`config.mk`:
```
export PLATFORM = sky130hd
export DESIGN_NAME = url_query_string_decoder_top_flat
export DESIGN_NICKNAME = d
export VERILOG_FILES = /design/src/rtl/uqsd_pkg.sv /design/src/rtl/uqsd_channels.sv /design/src/rtl/uqsd_in_stage.sv /design/src/rtl/uqsd_decoder.sv /design/src/rtl/uqsd_out_stage.sv /design/src/rtl/url_query_string_decoder_top.sv /design/src/flat_wrapper.sv
export SDC_FILE = /design/constraint.sdc
export NUM_CORES = 1
export LEC_CHECK = 0
export BUFFER_PORTS_ARGS = -buffer_cell sky130_fd_sc_hd__buf_2
export CORE_MARGIN = 2
export CORE_UTILIZATION = 50
export CTS_CLUSTER_SIZE = 8
export DETAILED_ROUTE_END_ITERATION = 8
export PLACE_DENSITY = 0.73
export REMOVE_ABC_BUFFERS = 1
export SYNTH_ARGS = -nofsm -noshare
export SYNTH_HDL_FRONTEND = slang
export SYNTH_SLANG_ARGS = --single-unit
```
`constraint.sdc`:
```
create_clock -name clock -period 2.2 [get_ports clock]
set_input_delay 0.33 -clock clock [delete_from_list [all_inputs] [get_ports clock]]
set_output_delay 0.33 -clock clock [all_outputs]
set_load 0.05 [all_outputs]
```
`src/rtl/uqsd_pkg.sv`:
```
// Shared types, character constants and the hex digit helper for the URL
// query string decoder. No dependencies; every other file depends on this one.
package uqsd_pkg;

   // Characters the decoder treats specially.
   localparam logic [7:0] CHAR_PERCENT   = 8'h25;
   localparam logic [7:0] CHAR_PLUS      = 8'h2B;
   localparam logic [7:0] CHAR_SPACE     = 8'h20;
   localparam logic [7:0] CHAR_EQUALS    = 8'h3D;
   localparam logic [7:0] CHAR_AMPERSAND = 8'h26;
   localparam logic [7:0] CHAR_DIGIT_0   = 8'h30;
   localparam logic [7:0] CHAR_DIGIT_9   = 8'h39;
   localparam logic [7:0] CHAR_LOWER_A   = 8'h61;
   localparam logic [7:0] CHAR_LOWER_F   = 8'h66;
   localparam logic [7:0] CHAR_UPPER_A   = 8'h41;
   localparam logic [7:0] CHAR_UPPER_F   = 8'h46;

   // Offsets that map a letter digit onto its value in the low nibble.
   localparam logic [7:0] LOWER_HEX_BIAS = 8'h57;
   localparam logic [7:0] UPPER_HEX_BIAS = 8'h37;

   // Sticky error codes.
   typedef enum logic [1:0] {
      ERR_NONE      = 2'd0,
      ERR_NO_EQUALS = 2'd1,
      ERR_ESCAPE    = 2'd2
   } err_type;

   // Percent escape progress, one-hot.
   typedef enum logic [2:0] {
      ESC_IDLE = 3'b001,
      ESC_HIGH = 3'b010,
      ESC_LOW  = 3'b100
   } esc_state_type;

   // Payload of one input transaction.
   typedef struct packed {
      logic [7:0] in_byte;
      logic       query_last;
   } req_type;

   // Payload of one result transaction.
   typedef struct packed {
      logic [7:0] out_byte;
      logic       byte_valid;
      logic       in_value_part;
      logic       entry_end;
      logic       query_done;
      logic [1:0] error_code;
   } rsp_type;

   // Result of a hex digit lookup.
   typedef struct packed {
      logic       ok;
      logic [3:0] nibble;
   } hex_type;

   // Classifies one byte as a hex digit of either case and gives its value.
   function automatic hex_type hex_value(logic [7:0] c);
      hex_type    res;
      logic [7:0] diff;
      res  = '0;
      diff = '0;
      if (c >= CHAR_DIGIT_0 && c <= CHAR_DIGIT_9) begin
         diff = c - CHAR_DIGIT_0;
         res.ok = 1'b1;
      end else if (c >= CHAR_LOWER_A && c <= CHAR_LOWER_F) begin
         diff = c - LOWER_HEX_BIAS;
         res.ok = 1'b1;
      end else if (c >= CHAR_UPPER_A && c <= CHAR_UPPER_F) begin
         diff = c - UPPER_HEX_BIAS;
         res.ok = 1'b1;
      end
      res.nibble = diff[3:0];
      return res;
   endfunction

endpackage

```
`src/rtl/uqsd_channels.sv`:
```
// Valid/ready channel interfaces for the query decoder's input and result
// streams. Depends on uqsd_pkg for the payload types.
interface uqsd_req_if;
   logic             valid;
   logic             ready;
   uqsd_pkg::req_type payload;

   modport source (output valid, output payload, input ready);
   modport sink   (input valid, input payload, output ready);
endinterface

interface uqsd_rsp_if;
   logic             valid;
   logic             ready;
   uqsd_pkg::rsp_type payload;

   modport source (output valid, output payload, input ready);
   modport sink   (input valid, input payload, output ready);
endinterface

```
`src/rtl/uqsd_in_stage.sv`:
```
// Input register of the query decoder: captures one request transaction.
// Depends on uqsd_pkg and uqsd_req_if.
module uqsd_in_stage (
   input  logic              clock,
   input  logic              reset,
   uqsd_req_if.sink          req_ch,
   input  logic              advance,
   output logic              item_valid,
   output uqsd_pkg::req_type item
);
   import uqsd_pkg::*;

   logic    valid_ff;
   logic    valid_in;
   req_type data_ff;

   // The register takes a new transaction when empty or when its item moves on.
   assign req_ch.ready = !valid_ff || advance;

   always_comb begin
      valid_in = valid_ff;
      if (req_ch.ready) begin
         valid_in = req_ch.valid;
      end
   end

   always_ff @(posedge clock) begin
      if (reset) begin
         valid_ff <= 1'b0;
      end else begin
         valid_ff <= valid_in;
      end
   end

   // Payload carries no reset.
   always_ff @(posedge clock) begin
      if (req_ch.valid && req_ch.ready) begin
         data_ff <= req_ch.payload;
      end
   end

   assign item_valid = valid_ff;
   assign item       = data_ff;

endmodule

```
`src/rtl/uqsd_decoder.sv`:
```
// Per-byte decode logic and parser state of the query decoder.
// Depends on uqsd_pkg; state advances only when a step is taken.
module uqsd_decoder (
   input  logic              clock,
   input  logic              reset,
   input  logic              step,
   input  uqsd_pkg::req_type item,
   output uqsd_pkg::rsp_type result
);
   import uqsd_pkg::*;

   logic          value_mode_ff,    value_mode_in;
   esc_state_type escape_ff,        escape_in;
   logic [3:0]    high_nibble_ff,   high_nibble_in;
   logic          entry_started_ff, entry_started_in;
   err_type       error_ff,         error_in;

   // Decode one byte against the current state and form the next state.
   always_comb begin
      hex_type       hex;
      logic          consumed;
      logic          vm;
      esc_state_type esc;
      logic [3:0]    hi;
      logic          started;
      err_type       err;
      rsp_type       res;

      hex      = hex_value(item.in_byte);
      consumed = 1'b0;
      vm       = value_mode_ff;
      esc      = escape_ff;
      hi       = high_nibble_ff;
      started  = entry_started_ff;
      err      = error_ff;
      res      = '0;

      // A pending escape takes a hex digit, or is dropped with an error.
      if (escape_ff != ESC_IDLE) begin
         if (hex.ok) begin
            if (escape_ff == ESC_HIGH) begin
               hi  = hex.nibble;
               esc = ESC_LOW;
            end else begin
               res.out_byte   = {high_nibble_ff, hex.nibble};
               res.byte_valid = 1'b1;
               esc            = ESC_IDLE;
               hi             = 4'd0;
            end
            consumed = 1'b1;
         end else begin
            if (err == ERR_NONE) begin
               err = ERR_ESCAPE;
            end
            esc = ESC_IDLE;
            hi  = 4'd0;
         end
      end

      // Raw byte handling: entry close, separator, plus and escape start.
      if (!consumed) begin
         if (item.in_byte == CHAR_AMPERSAND) begin
            if (started) begin
               if (esc != ESC_IDLE && err == ERR_NONE) begin
                  err = ERR_ESCAPE;
               end
               if (!vm && err == ERR_NONE) begin
                  err = ERR_NO_EQUALS;
               end
               res.entry_end = 1'b1;
            end
            vm      = 1'b0;
            esc     = ESC_IDLE;
            hi      = 4'd0;
            started = 1'b0;
         end else begin
            started = 1'b1;
            if (!vm) begin
               if (item.in_byte == CHAR_EQUALS) begin
                  vm = 1'b1;
               end else begin
                  res.out_byte   = item.in_byte;
                  res.byte_valid = 1'b1;
               end
            end else if (item.in_byte == CHAR_PLUS) begin
               res.out_byte   = CHAR_SPACE;
               res.byte_valid = 1'b1;
            end else if (item.in_byte == CHAR_PERCENT) begin
               esc = ESC_HIGH;
            end else begin
               res.out_byte   = item.in_byte;
               res.byte_valid = 1'b1;
            end
         end
      end

      res.in_value_part = vm;

      // The final byte closes any open entry and then clears all state.
      if (item.query_last) begin
         if (started) begin
            if (esc != ESC_IDLE && err == ERR_NONE) begin
               err = ERR_ESCAPE;
            end
            if (!vm && err == ERR_NONE) begin
               err = ERR_NO_EQUALS;
            end
            res.entry_end = 1'b1;
         end
      end
      res.query_done = item.query_last;
      res.error_code = err;

      result = res;
      if (item.query_last) begin
         value_mode_in    = 1'b0;
         escape_in        = ESC_IDLE;
         high_nibble_in   = 4'd0;
         entry_started_in = 1'b0;
         error_in         = ERR_NONE;
      end else begin
         value_mode_in    = vm;
         escape_in        = esc;
         high_nibble_in   = hi;
         entry_started_in = started;
         error_in         = err;
      end
   end

   always_ff @(posedge clock) begin
      if (reset) begin
         value_mode_ff    <= 1'b0;
         escape_ff        <= ESC_IDLE;
         high_nibble_ff   <= 4'd0;
         entry_started_ff <= 1'b0;
         error_ff         <= ERR_NONE;
      end else if (step) begin
         value_mode_ff    <= value_mode_in;
         escape_ff        <= escape_in;
         high_nibble_ff   <= high_nibble_in;
         entry_started_ff <= entry_started_in;
         error_ff         <= error_in;
      end
   end

`ifndef ASSERT_OFF
   // The end of a query leaves the parser in its reset state.
   a_query_end_clears: assert property (@(posedge clock) disable iff (reset)
      step && item.query_last |=> error_ff == ERR_NONE && escape_ff == ESC_IDLE
         && !entry_started_ff && !value_mode_ff)
      else $error("parser state not cleared after end of query");

   // A latched error never changes before the query ends.
   a_error_sticky: assert property (@(posedge clock) disable iff (reset)
      step && error_ff != ERR_NONE && !item.query_last |=> error_ff == $past(error_ff))
      else $error("sticky error code changed within a query");

   // A step without a data byte reports a zero byte.
   a_idle_byte_zero: assert property (@(posedge clock) disable iff (reset)
      step && !result.byte_valid |-> result.out_byte == 8'd0)
      else $error("nonzero out_byte without byte_valid");

   // Nothing moves the state without a step.
   a_hold_without_step: assert property (@(posedge clock) disable iff (reset)
      !step |=> $stable(error_ff) && $stable(escape_ff) && $stable(value_mode_ff))
      else $error("parser state changed without a step");
`endif

endmodule

```
`src/rtl/uqsd_out_stage.sv`:
```
// Result register of the query decoder: holds one response transaction
// until it is taken. Depends on uqsd_pkg and uqsd_rsp_if.
module uqsd_out_stage (
   input  logic              clock,
   input  logic              reset,
   input  logic              load,
   input  uqsd_pkg::rsp_type result,
   output logic              can_load,
   uqsd_rsp_if.source        rsp_ch
);
   import uqsd_pkg::*;

   logic    valid_ff;
   logic    valid_in;
   rsp_type data_ff;

   // Free when empty or when the held result leaves in this cycle.
   assign can_load = !valid_ff || rsp_ch.ready;

   always_comb begin
      valid_in = valid_ff;
      if (can_load) begin
         valid_in = load;
      end
   end

   always_ff @(posedge clock) begin
      if (reset) begin
         valid_ff <= 1'b0;
      end else begin
         valid_ff <= valid_in;
      end
   end

   always_ff @(posedge clock) begin
      if (load) begin
         data_ff <= result;
      end
   end

   assign rsp_ch.valid   = valid_ff;
   assign rsp_ch.payload = data_ff;

endmodule

```
`src/rtl/url_query_string_decoder_top.sv`:
```
// Channel     | Dir | Payload                                  | Handshake
// req_ch      | in  | in_byte, query_last                      | valid/ready
// rsp_ch      | out | out_byte, byte_valid, in_value_part,      | valid/ready
//             |     | entry_end, query_done, error_code        |
//
// Each byte passes through the input register, then is decoded into the result
// register. One byte is accepted every cycle while the result is not stalled.
// The parser state updates as a byte moves from the input to the result register.
// Reset is synchronous and empties both registers and clears the parser.
// A stalled result holds the result register and a full input register; input acceptance resumes with rsp_ch.ready.
//
// Top level of the URL query string decoder. Depends on uqsd_pkg,
// the channel interfaces and the stage and decoder modules.
module url_query_string_decoder_top (
   input  logic       clock,
   input  logic       reset,
   uqsd_req_if.sink   req_ch,
   uqsd_rsp_if.source rsp_ch
);
   import uqsd_pkg::*;

   logic    item_valid;
   req_type item;
   rsp_type result;
   logic    can_load;
   logic    advance;

   // A byte moves on when the result register can take it.
   assign advance = item_valid && can_load;

   uqsd_in_stage u_in_stage (
      .clock      (clock),
      .reset      (reset),
      .req_ch     (req_ch),
      .advance    (advance),
      .item_valid (item_valid),
      .item       (item)
   );

   uqsd_decoder u_decoder (
      .clock  (clock),
      .reset  (reset),
      .step   (advance),
      .item   (item),
      .result (result)
   );

   uqsd_out_stage u_out_stage (
      .clock    (clock),
      .reset    (reset),
      .load     (advance),
      .result   (result),
      .can_load (can_load),
      .rsp_ch   (rsp_ch)
   );

endmodule
```
`src/flat_wrapper.sv`:
```
// flat-port wrapper written by rule: the top's interface ports become plain ports
module url_query_string_decoder_top_flat import uqsd_pkg::*;
  (clock, reset, req_ch_valid, req_ch_payload, req_ch_ready, rsp_ch_valid, rsp_ch_payload, rsp_ch_ready);
  uqsd_req_if req_ch_i ();
  uqsd_rsp_if rsp_ch_i ();
  input  logic clock;
  input  logic reset;
  input wire logic [$bits(req_ch_i.valid)-1:0] req_ch_valid;
  input wire logic [$bits(req_ch_i.payload)-1:0] req_ch_payload;
  output wire logic [$bits(req_ch_i.ready)-1:0] req_ch_ready;
  output wire logic [$bits(rsp_ch_i.valid)-1:0] rsp_ch_valid;
  output wire logic [$bits(rsp_ch_i.payload)-1:0] rsp_ch_payload;
  input wire logic [$bits(rsp_ch_i.ready)-1:0] rsp_ch_ready;
  assign req_ch_i.valid = req_ch_valid;
  assign req_ch_i.payload = req_ch_payload;
  assign req_ch_ready = req_ch_i.ready;
  assign rsp_ch_valid = rsp_ch_i.valid;
  assign rsp_ch_payload = rsp_ch_i.payload;
  assign rsp_ch_i.ready = rsp_ch_ready;
  url_query_string_decoder_top u_core (.clock(clock), .reset(reset), .req_ch(req_ch_i), .rsp_ch(rsp_ch_i));
endmodule
```
[Word-level counts from Yosys, hierarchy flattened]
Cells that the tools add are included.
Word-level totals
  latch bits: 0
  bits in read-only memories: 0
  input port bits: 13
  word-level logic and storage cells: 115
  register bits after elaboration: 36
  output and inout bits: 16
  memories: 0
  bits in writable memories: 0
Cells by class
  div/mod/pow operators: 0
  add/sub/neg operators: 3
  multiplexer cells: 63
  eq/ne operators: 8
  bitwise operators: 0
  reduce and logical (&&, ||, !) cells: 20
  multipliers: 0
  shift operators: 0
  order comparisons: 6
Operator list (number)
  $mux W9: 9
  $mux W2: 18
  $mux W4: 9
  $eq A8 B6 Y1 const B: 4
  $mux W3: 9
  $mux W1: 18
  $ge A8 B7 Y1 const B: 2
  $le A8 B7 Y1 const B: 2
  $logic_not A2 Y1: 5
  $logic_and A1 B1 Y1: 9
  $ne A3 B1 Y1 const B: 3
  $ge A8 B6 Y1 const B: 1
  $le A8 B6 Y1 const B: 1
  $sub A4 B3 Y4 const B: 2
  $logic_not A1 Y1: 4
  $sub A4 B1 Y4 const B: 1
  $eq A3 B2 Y1 const B: 1
  $logic_or A1 B1 Y1: 2

[Depth between registers and ports, before layout]
Gate-level depths: netlist of run 1.
  depth in word-level cells: 30
  depth in mapped cells: 8
  depth with buffers taken out: 7

[Cells and area by module]
Synthesis of run 1 repeated with hierarchy kept, for this count alone.
Unflattened totals
  cells, all modules: 164
  area total of the unflattened synthesis: 1825.5 um^2
Modules (own cells, without submodules)
  uqsd_decoder: times used 1, area an instance 1027.2 um^2, cells an instance 131
  uqsd_out_stage: times used 1, area an instance 466.7 um^2, cells an instance 18
  uqsd_in_stage: times used 1, area an instance 325.3 um^2, cells an instance 14
  url_query_string_decoder_top: times used 1, area an instance 6.3 um^2, cells an instance 1

[Worst setup path before layout of run 1]
Ideal clock, no wire load.
  kind: flip-flop to flip-flop
  start point: reg u_core.u_in_stage.data_ff, in the netlist u_core.u_in_stage.item[1]
  end point: reg u_core.u_out_stage.data_ff, in the netlist u_core.u_out_stage.rsp_ch.payload[1], data pin
  stages on the path, launching flop included: 9
  arrival time: 1.924 ns
  buffers on the path: 1
  required time: 1.928 ns
  path slack: 0.003 ns
  period minus slack after synthesis: 2.197 ns
  cells stage by stage: edfxtp_1 > inv_1 > ha_1 > o21ba_2 > o21a_1 > clkbuf_1 > a21oi_2 > o311ai_1 > o311ai_1
RTL lines
  start: declaration: line uqsd_in_stage.sv:15  | req_type data_ff;
  start signal: assignment: line uqsd_in_stage.sv:38  | data_ff <= req_ch.payload;
  end signal: assignment: line uqsd_out_stage.sv:37  | data_ff <= result;
  end: declaration: line uqsd_out_stage.sv:15  | rsp_type data_ff;

==> flow_summary_export.csv, run 1 <==
group,metric,value,unit
outcome,status,"complete, no violations",
yosys,netlist_instances,166,
yosys,synth-edff-count,23,
die,die_w,64.01,um
route,ant_nets,0,
critical_path,crit_arrival,2.30,ns
sta,period_needed,2.122,ns
final_layout,final_cells,268,
route,dr.first_iter.drc_count,139,
placed_design,dpl.hpwl,3.082,mm
final_layout,nFillCells,254,
pwr,p_clk_frac,0.339,
route,drc,0,
pwr,switching_share,0.2488,
sta,clock.fmax,471.2,MHz
run,cap_viol_max_count,0,
die,core_area,3390,um^2
critical_path,cp.required,2.38,ns
cts,cts_made_buffers,5,
critical_path,regToRegSetupSlack,0.08,ns
final_layout,areaGrowthSynthToFinish,28.42,%
die,die_area,4097,um^2
cts,cts_tree,"done",
final_layout,seq_area,950.9,um^2
route,viasPerCell,5.970,
critical_path,crit_path_max_fanout,5,
yosys,syn_avg_cell_area,10.85,um^2
pwr,p_switching,358.2,uW
pwr,p_per_area,622.7,nW/um^2
sta,whs,0.1463,ns
yosys,synthFlopType,"edfxtp_1",
die,dieHeight,64.01,um
die,io_pins,29,
yosys,synthArstFlopShare,0,
yosys,ys_seq_area_frac,0.5281,
final_layout,final_area,2312,um^2
final_layout,fin_nets,238,
sta,tns,0,ns
critical_path,end_kind,"flip-flop",
die,rows,21,
yosys,synth_seq_cells,36,
cts,h-tree-depth,2,
worst_hold_path,hold_class,"input port to flip-flop",
cts,clock_latency,0.35,ns
die,initial_utilization,0.5312,
sta,skew,0.006692,ns
grt,grt-ovfl-total,0,
placed_design,dp_cells,253,
sta,drv_slew,0,
pwr,ir_worst_vdd,670.1,uV
worst_hold_path,hold_path_depth,1,
final_layout,drive_gt1_frac,0.3378,
grt,grt_pass1_wl,6.913,mm
cts,cts.sinks,36,
grt,antenna_found_initial,0,
placed_design,place_congestion,0.9072,
yosys,ys_warn_count,0,
final_layout,fin_util,0.6822,
grt,first_global_vias,1519,
cts,clk_pin_slew,0.10,ns
final_layout,antenna_cells,0,
pwr,leakage,0.0008881,uW
sta,finalHoldViolCount,0,
sta,fin_crit_sh,0.9647,
placed_design,dpl-instance-area,2111,um^2
yosys,synth.cell_area,1800,um^2
grt,grtUsageTotal,0.2229,
critical_path,crit_type,"flip-flop to flip-flop",
cts,cts_hold_buf,0,
route,wl,4.306,mm
critical_path,ff2ff_path_depth,8,
pwr,seqPwrFrac,0.528,
cts,cts.path.max_buffers,2,
yosys,synth_cell_types,47,
pwr,power_frac_comb,0.133,
sta,slew_headroom,0.6444,
cts,cts-root-buf,"clkbuf_4",
grt,grt_max_degree,15,
route,via_count,1600,
pwr,p_int,1082,uW
final_layout,multi_input_area,868.3,um^2
placed_design,io_buffers,28,
sta,worst_pin_slew,0.5311,ns
critical_path,start_kind,"flip-flop",
route,drt_pre_antenna_iters,4,
route,wl_per_cell,16.07,um
sta,setup_violations,0,
## metrics by stage
step / setup WS, ns / power [uW]
after floorplan: 0.1151 / 883.0
after global placement: 0.1147 / 941.7
after detailed placement: -0.04049 / 945.9
after CTS: 0.001454 / 1426
after global routing: -0.03111 / 1501
final: 0.07767 / 1440
## synthesized netlist by cell type (2+ instances only)
master	n	area (um^2)
a21oi_1	10	50.05
o2bb2ai_1	5	43.79
o21a_1	2	15.01
o311ai_1	2	17.52
nand3_1	8	40.04
a21o_1	3	22.52
xnor2_1	3	26.28
nor2_1	13	48.80
nand2_1	11	41.29
or4_1	2	15.01
o2111ai_1	2	17.52
inv_1	9	33.78
nor3b_1	2	15.01
o211ai_1	4	30.03
nor2b_1	3	18.77
dfxtp_1	13	260.3
nand4_1	3	18.77
and3b_1	2	17.52
nand2b_1	2	12.51
ha_1	4	50.05
o31ai_1	2	15.01
clkbuf_1	4	15.01
a31oi_1	3	18.77
and2_1	4	25.02
o21ai_0	6	30.03
edfxtp_1	23	690.7
## path summary, 6_finish.rpt
kind / from / to
hold reg to reg: u_core.u_decoder.high_nibble_ff[3] / u_core.u_decoder.high_nibble_ff[3]
hold / removal: req_ch_payload[4] / u_core.u_in_stage.item[4]
setup reg to reg: u_core.u_in_stage.item[1] / u_core.u_out_stage.rsp_ch.payload[9]
setup / recovery: u_core.u_in_stage.item[1] / u_core.u_out_stage.rsp_ch.payload[9]
## placed cells by master (no fill, tap or decap), types with 2 or more instances in the layout
master	n
a21o_1	3
a21oi_1	9
a21oi_2	2
a31oi_1	2
and2_1	4
and3b_1	2
buf_2	28
buf_4	22
clkbuf_4	5
dfxtp_1	13
edfxtp_1	23
ha_1	2
inv_1	8
nand2_1	11
nand2b_1	2
nand3_1	8
nand4_1	3
nor2_1	13
nor2b_1	3
nor3b_1	2
o211ai_1	4
o21ai_0	5
o2bb2ai_1	5
or4_1	2
xnor2_1	3
## cells by family after synthesis
kind of cell | synth area share
AO/OA/AOI/OAI | 0.2140
XOR/XNOR | 0.01460
adder cells (fa/ha/maj) | 0.02780
buffers and inverters | 0.02710
flip-flops | 0.5281
AND/OR/NAND/NOR | 0.1883
## critical path: stages, from the launching register on
cell	delay, ns
edfxtp_1	0.45
inv_2	0.08
ha_1	0.22
o21ba_2	0.24
o21a_4	0.23
buf_4	0.16
a31oi_2	0.16
xnor2_1	0.14
o31ai_2	0.27
## per-layer routing
layer | vias to the layer above | wire (um) | global-route usage
li1 | 750 | - | -
met5 | - | 0 | 0
met2 | 90 | 2050 | 0.3529
met1 | 746 | 1729 | 0.2760
met4 | 0 | 121 | 0.1060
met3 | 14 | 405 | 0.07042
## registers in the layout, summed over array words and instances, names as in the netlist
signal / cells
u_core.u_out_stage.rsp_ch.payload: 14
u_core.u_decoder.error_ff: 2
u_core.u_in_stage.item_valid: 1
u_core.u_decoder.value_mode_ff: 1
u_core.u_decoder.escape_ff: 3
u_core.u_out_stage.rsp_ch.valid: 1
u_core.u_in_stage.item: 9
u_core.u_decoder.entry_started_ff: 1
u_core.u_decoder.high_nibble_ff: 4
## power groups by stage
stage	logic (uW)	clock network (uW)	registers, uW
after global routing	205	533	763
after global placement	168	0	773
after floorplan	66.1	0	817
final	191	489	760
after CTS	173	494	760
after detailed placement	171	0	775
## layout make-up
| class | count | share of cell area |
|---|---|---|
| Clock inverter | 2 | 0.01461 |
| Multi-Input combinational cell | 118 | 0.3755 |
| Timing Repair Buffer | 51 | 0.1369 |
| Sequential cell | 36 | 0.4113 |
| Clock buffer | 6 | 0.02219 |
| Inverter | 9 | 0.01461 |
| Tap cell | 46 | 0.02489 |
## what timing repair did
item                                    CTS  global route
pin swaps                                 0             8
buffers inserted                          0             6
endpoints found under the setup margin    3            14
cloned                                    0             1
endpoints found under the hold margin     0             0
resized for setup                         1            13
Note: power is estimated with default switching activity, not from simulation.
==> run 2: changes to the inputs <==
--- a/config.mk
+++ b/config.mk
@@ -7,11 +7,14 @@
 export LEC_CHECK = 0
 export BUFFER_PORTS_ARGS = -buffer_cell sky130_fd_sc_hd__buf_2
 export CORE_MARGIN = 2
-export CORE_UTILIZATION = 50
+export CORE_UTILIZATION = 52
+export CTS_BUF_LIST = sky130_fd_sc_hd__clkbuf_4
 export CTS_CLUSTER_SIZE = 8
 export DETAILED_ROUTE_END_ITERATION = 8
-export PLACE_DENSITY = 0.73
+export GPL_TIMING_DRIVEN = 0
+export PLACE_DENSITY = 0.75
 export REMOVE_ABC_BUFFERS = 1
 export SYNTH_ARGS = -nofsm -noshare
 export SYNTH_HDL_FRONTEND = slang
 export SYNTH_SLANG_ARGS = --single-unit
+export TNS_END_PERCENT = 20
==> run 2 against run 1 <==
  * The flow now finishes with violations (negative setup slack)
  * Register-to-register slack worse by 0.10 ns
  * Core utilization rose by 2.3 points
  * Clock power is 26% lower
  * Combinational power is 8% higher
  * Count of clock-buffer cells in the layout grew 1
  * Sequential power hardly changed
  * Hold slack lost 0.0077 ns
  * Via count increased by 4.4%
  * Critical endpoint is now u_core.u_out_stage.rsp_ch.payload[10]
==> flow_summary_export.csv, run 2 (synthesis results as in run 1) <==
group,metric,value,unit
sta,setup_violations,3,
cts,cts.sinks,36,
final_layout,antenna_cells,0,
cts,cts_hold_buf,0,
grt,grt-ovfl-total,0,
critical_path,startpoint,"u_core.u_in_stage.item[1]",
critical_path,max_stage_delay,0.45,ns
critical_path,slowest_stage,"o211ai_1",
sta,setup_ws,-0.02685,ns
sta,drv_slew,0,
pwr,p_switching,361.6,uW
final_layout,fin_nets,236,
critical_path,crit_chain,"inv_2, ha_4, nor2b_1, o211ai_1, buf_4, a21o_2, nand2_1, a32o_1",
critical_path,crit_type,"flip-flop to flip-flop",
cts,cts-root-buf,"clkbuf_4",
sta,finalHoldViolCount,0,
outcome,violations,"negative setup slack",
sta,tns,-0.06722,ns
sta,worst_pin_slew,0.8559,ns
run,cap_viol_max_count,0,
grt,first_global_vias,1435,
pwr,p_clk_frac,0.271,
die,initial_utilization,0.5396,
pwr,power_frac_comb,0.155,
critical_path,crit_arrival,2.34,ns
die,die_area,3949,um^2
die,die_w,62.84,um
critical_path,r2r-start,"u_core.u_in_stage.item[1]",
pwr,ir_worst_vdd,368.8,uV
pwr,p_per_area,565.8,nW/um^2
critical_path,end_kind,"flip-flop",
placed_design,dpl.hpwl,2.705,mm
placed_design,place_congestion,0.9818,
cts,clock_latency,0.36,ns
worst_hold_path,worstHoldStart,"req_ch_payload[4]",
pwr,leakage,0.0008763,uW
route,drt_pre_antenna_iters,7,
route,wl_per_cell,17.44,um
critical_path,start_kind,"flip-flop",
final_layout,final_cell_mix,"buf_2 (28), edfxtp_1 (23), buf_4 (19)",
route,dr.first_iter.drc_count,146,
cts,cts_tree,"done",
sta,period_needed,2.227,ns
route,ant_nets,0,
critical_path,cp.required,2.31,ns
pwr,switching_share,0.2716,
cts,h-tree-depth,2,
sta,fin_crit_sh,1.012,
grt,antenna_found_initial,0,
grt,grtUsageTotal,0.2159,
cts,clk_pin_slew,0.10,ns
pwr,p_int,969.9,uW
final_layout,areaGrowthSynthToFinish,30.72,%
sta,rsz0062_at_grt,"true",
route,drc,0,
critical_path,crit_path_max_fanout,5,
die,dieHeight,62.84,um
die,io_pins,29,
cts,cts_made_buffers,5,
final_layout,largest_reg_flops,14,
die,rows,21,
final_layout,drive_gt1_frac,0.3591,
route,via_count,1671,
pwr,seqPwrFrac,0.573,
placed_design,io_buffers,28,
cts,cts.path.max_buffers,2,
final_layout,final_common_cell,"buf_2",
route,viasPerCell,6.282,
sta,slew_headroom,0.4269,
pwr,power,1332,uW
final_layout,final_area,2354,um^2
grt,grt_pass1_wl,6.596,mm
placed_design,dpl-instance-area,1983,um^2
die,core_area,3337,um^2
worst_hold_path,hold_class,"input port to flip-flop",
sta,clock.fmax,449.1,MHz
grt,grt_max_degree,21,
route,wl,4.638,mm
outcome,status,"complete, but fails checks",
sta,skew,0.006584,ns
-- run 2: final timing paths --
check / cells past startpoint / slack, ns / to
worst min-delay path: 1 / 0.14 / u_core.u_in_stage.item[4]
worst max register to register: 8 / -0.03 / u_core.u_out_stage.rsp_ch.payload[10]
worst min register to register: 1 / 0.48 / u_core.u_decoder.high_nibble_ff[1]
worst max-delay path: 8 / -0.03 / u_core.u_out_stage.rsp_ch.payload[10]
-- run 2: metal layers --
layer / track usage / wire [um]
met5: 0 / 0
met4: 0.1111 / 127
met3: 0.05766 / 503
met2: 0.3602 / 2222
met1: 0.2553 / 1783
-- run 2: timing repair --
action | CTS | global route
pin swaps | 2 | 13
endpoints found under the setup margin | 18 | 16
cloned | 0 | 1
resized for setup | 6 | 23
buffers inserted | 10 | 11
-- run 2: power groups by stage --
stage	logic [uW]	clock network, uW	registers [uW]
floorplan	66.1	0	817
global placement	144	0	779
detailed placement	147	0	781
CTS	166	360	761
global route	220	392	766
finish	207	361	763
-- run 2: critical path, delay by kind of cell, from the launching register on --
family / cells / cell delay [ns]
AOI/OAI and AO/OA: 3 / 0.93
adders and majority gates: 1 / 0.13
buffers and inverters: 2 / 0.33
DFF: 1 / 0.44
and+or+nand+nor: 2 / 0.16
-- run 2: layout make-up --
class	count	area, um^2
Fill cell	242	983.4
Sequential cell	36	950.9
Multi-Input combinational cell	118	945.9
Timing Repair Buffer	49	305.3
Tap cell	46	57.56
Clock buffer	7	52.55
Inverter	9	37.54
Clock inverter	1	3.754
-- run 2: metrics by stage --
| stage | util | setup slack (ns) | hold slack [ns] | cells |
|---|---|---|---|---|
| 2_1_floorplan | - | 0.1151 | 0.3991 | 162 |
| 4_1_cts | 0.6423 | -0.0001406 | 0.1409 | 254 |
| 6_report | 0.7053 | -0.02685 | 0.1386 | 266 |
| 5_1_grt | 0.7053 | -0.1129 | 0.1369 | 266 |
| 3_3_place_gp | 0.5943 | -0.1635 | 0.4487 | 236 |
| 3_5_place_dp | 0.5943 | -0.2662 | 0.4471 | 236 |
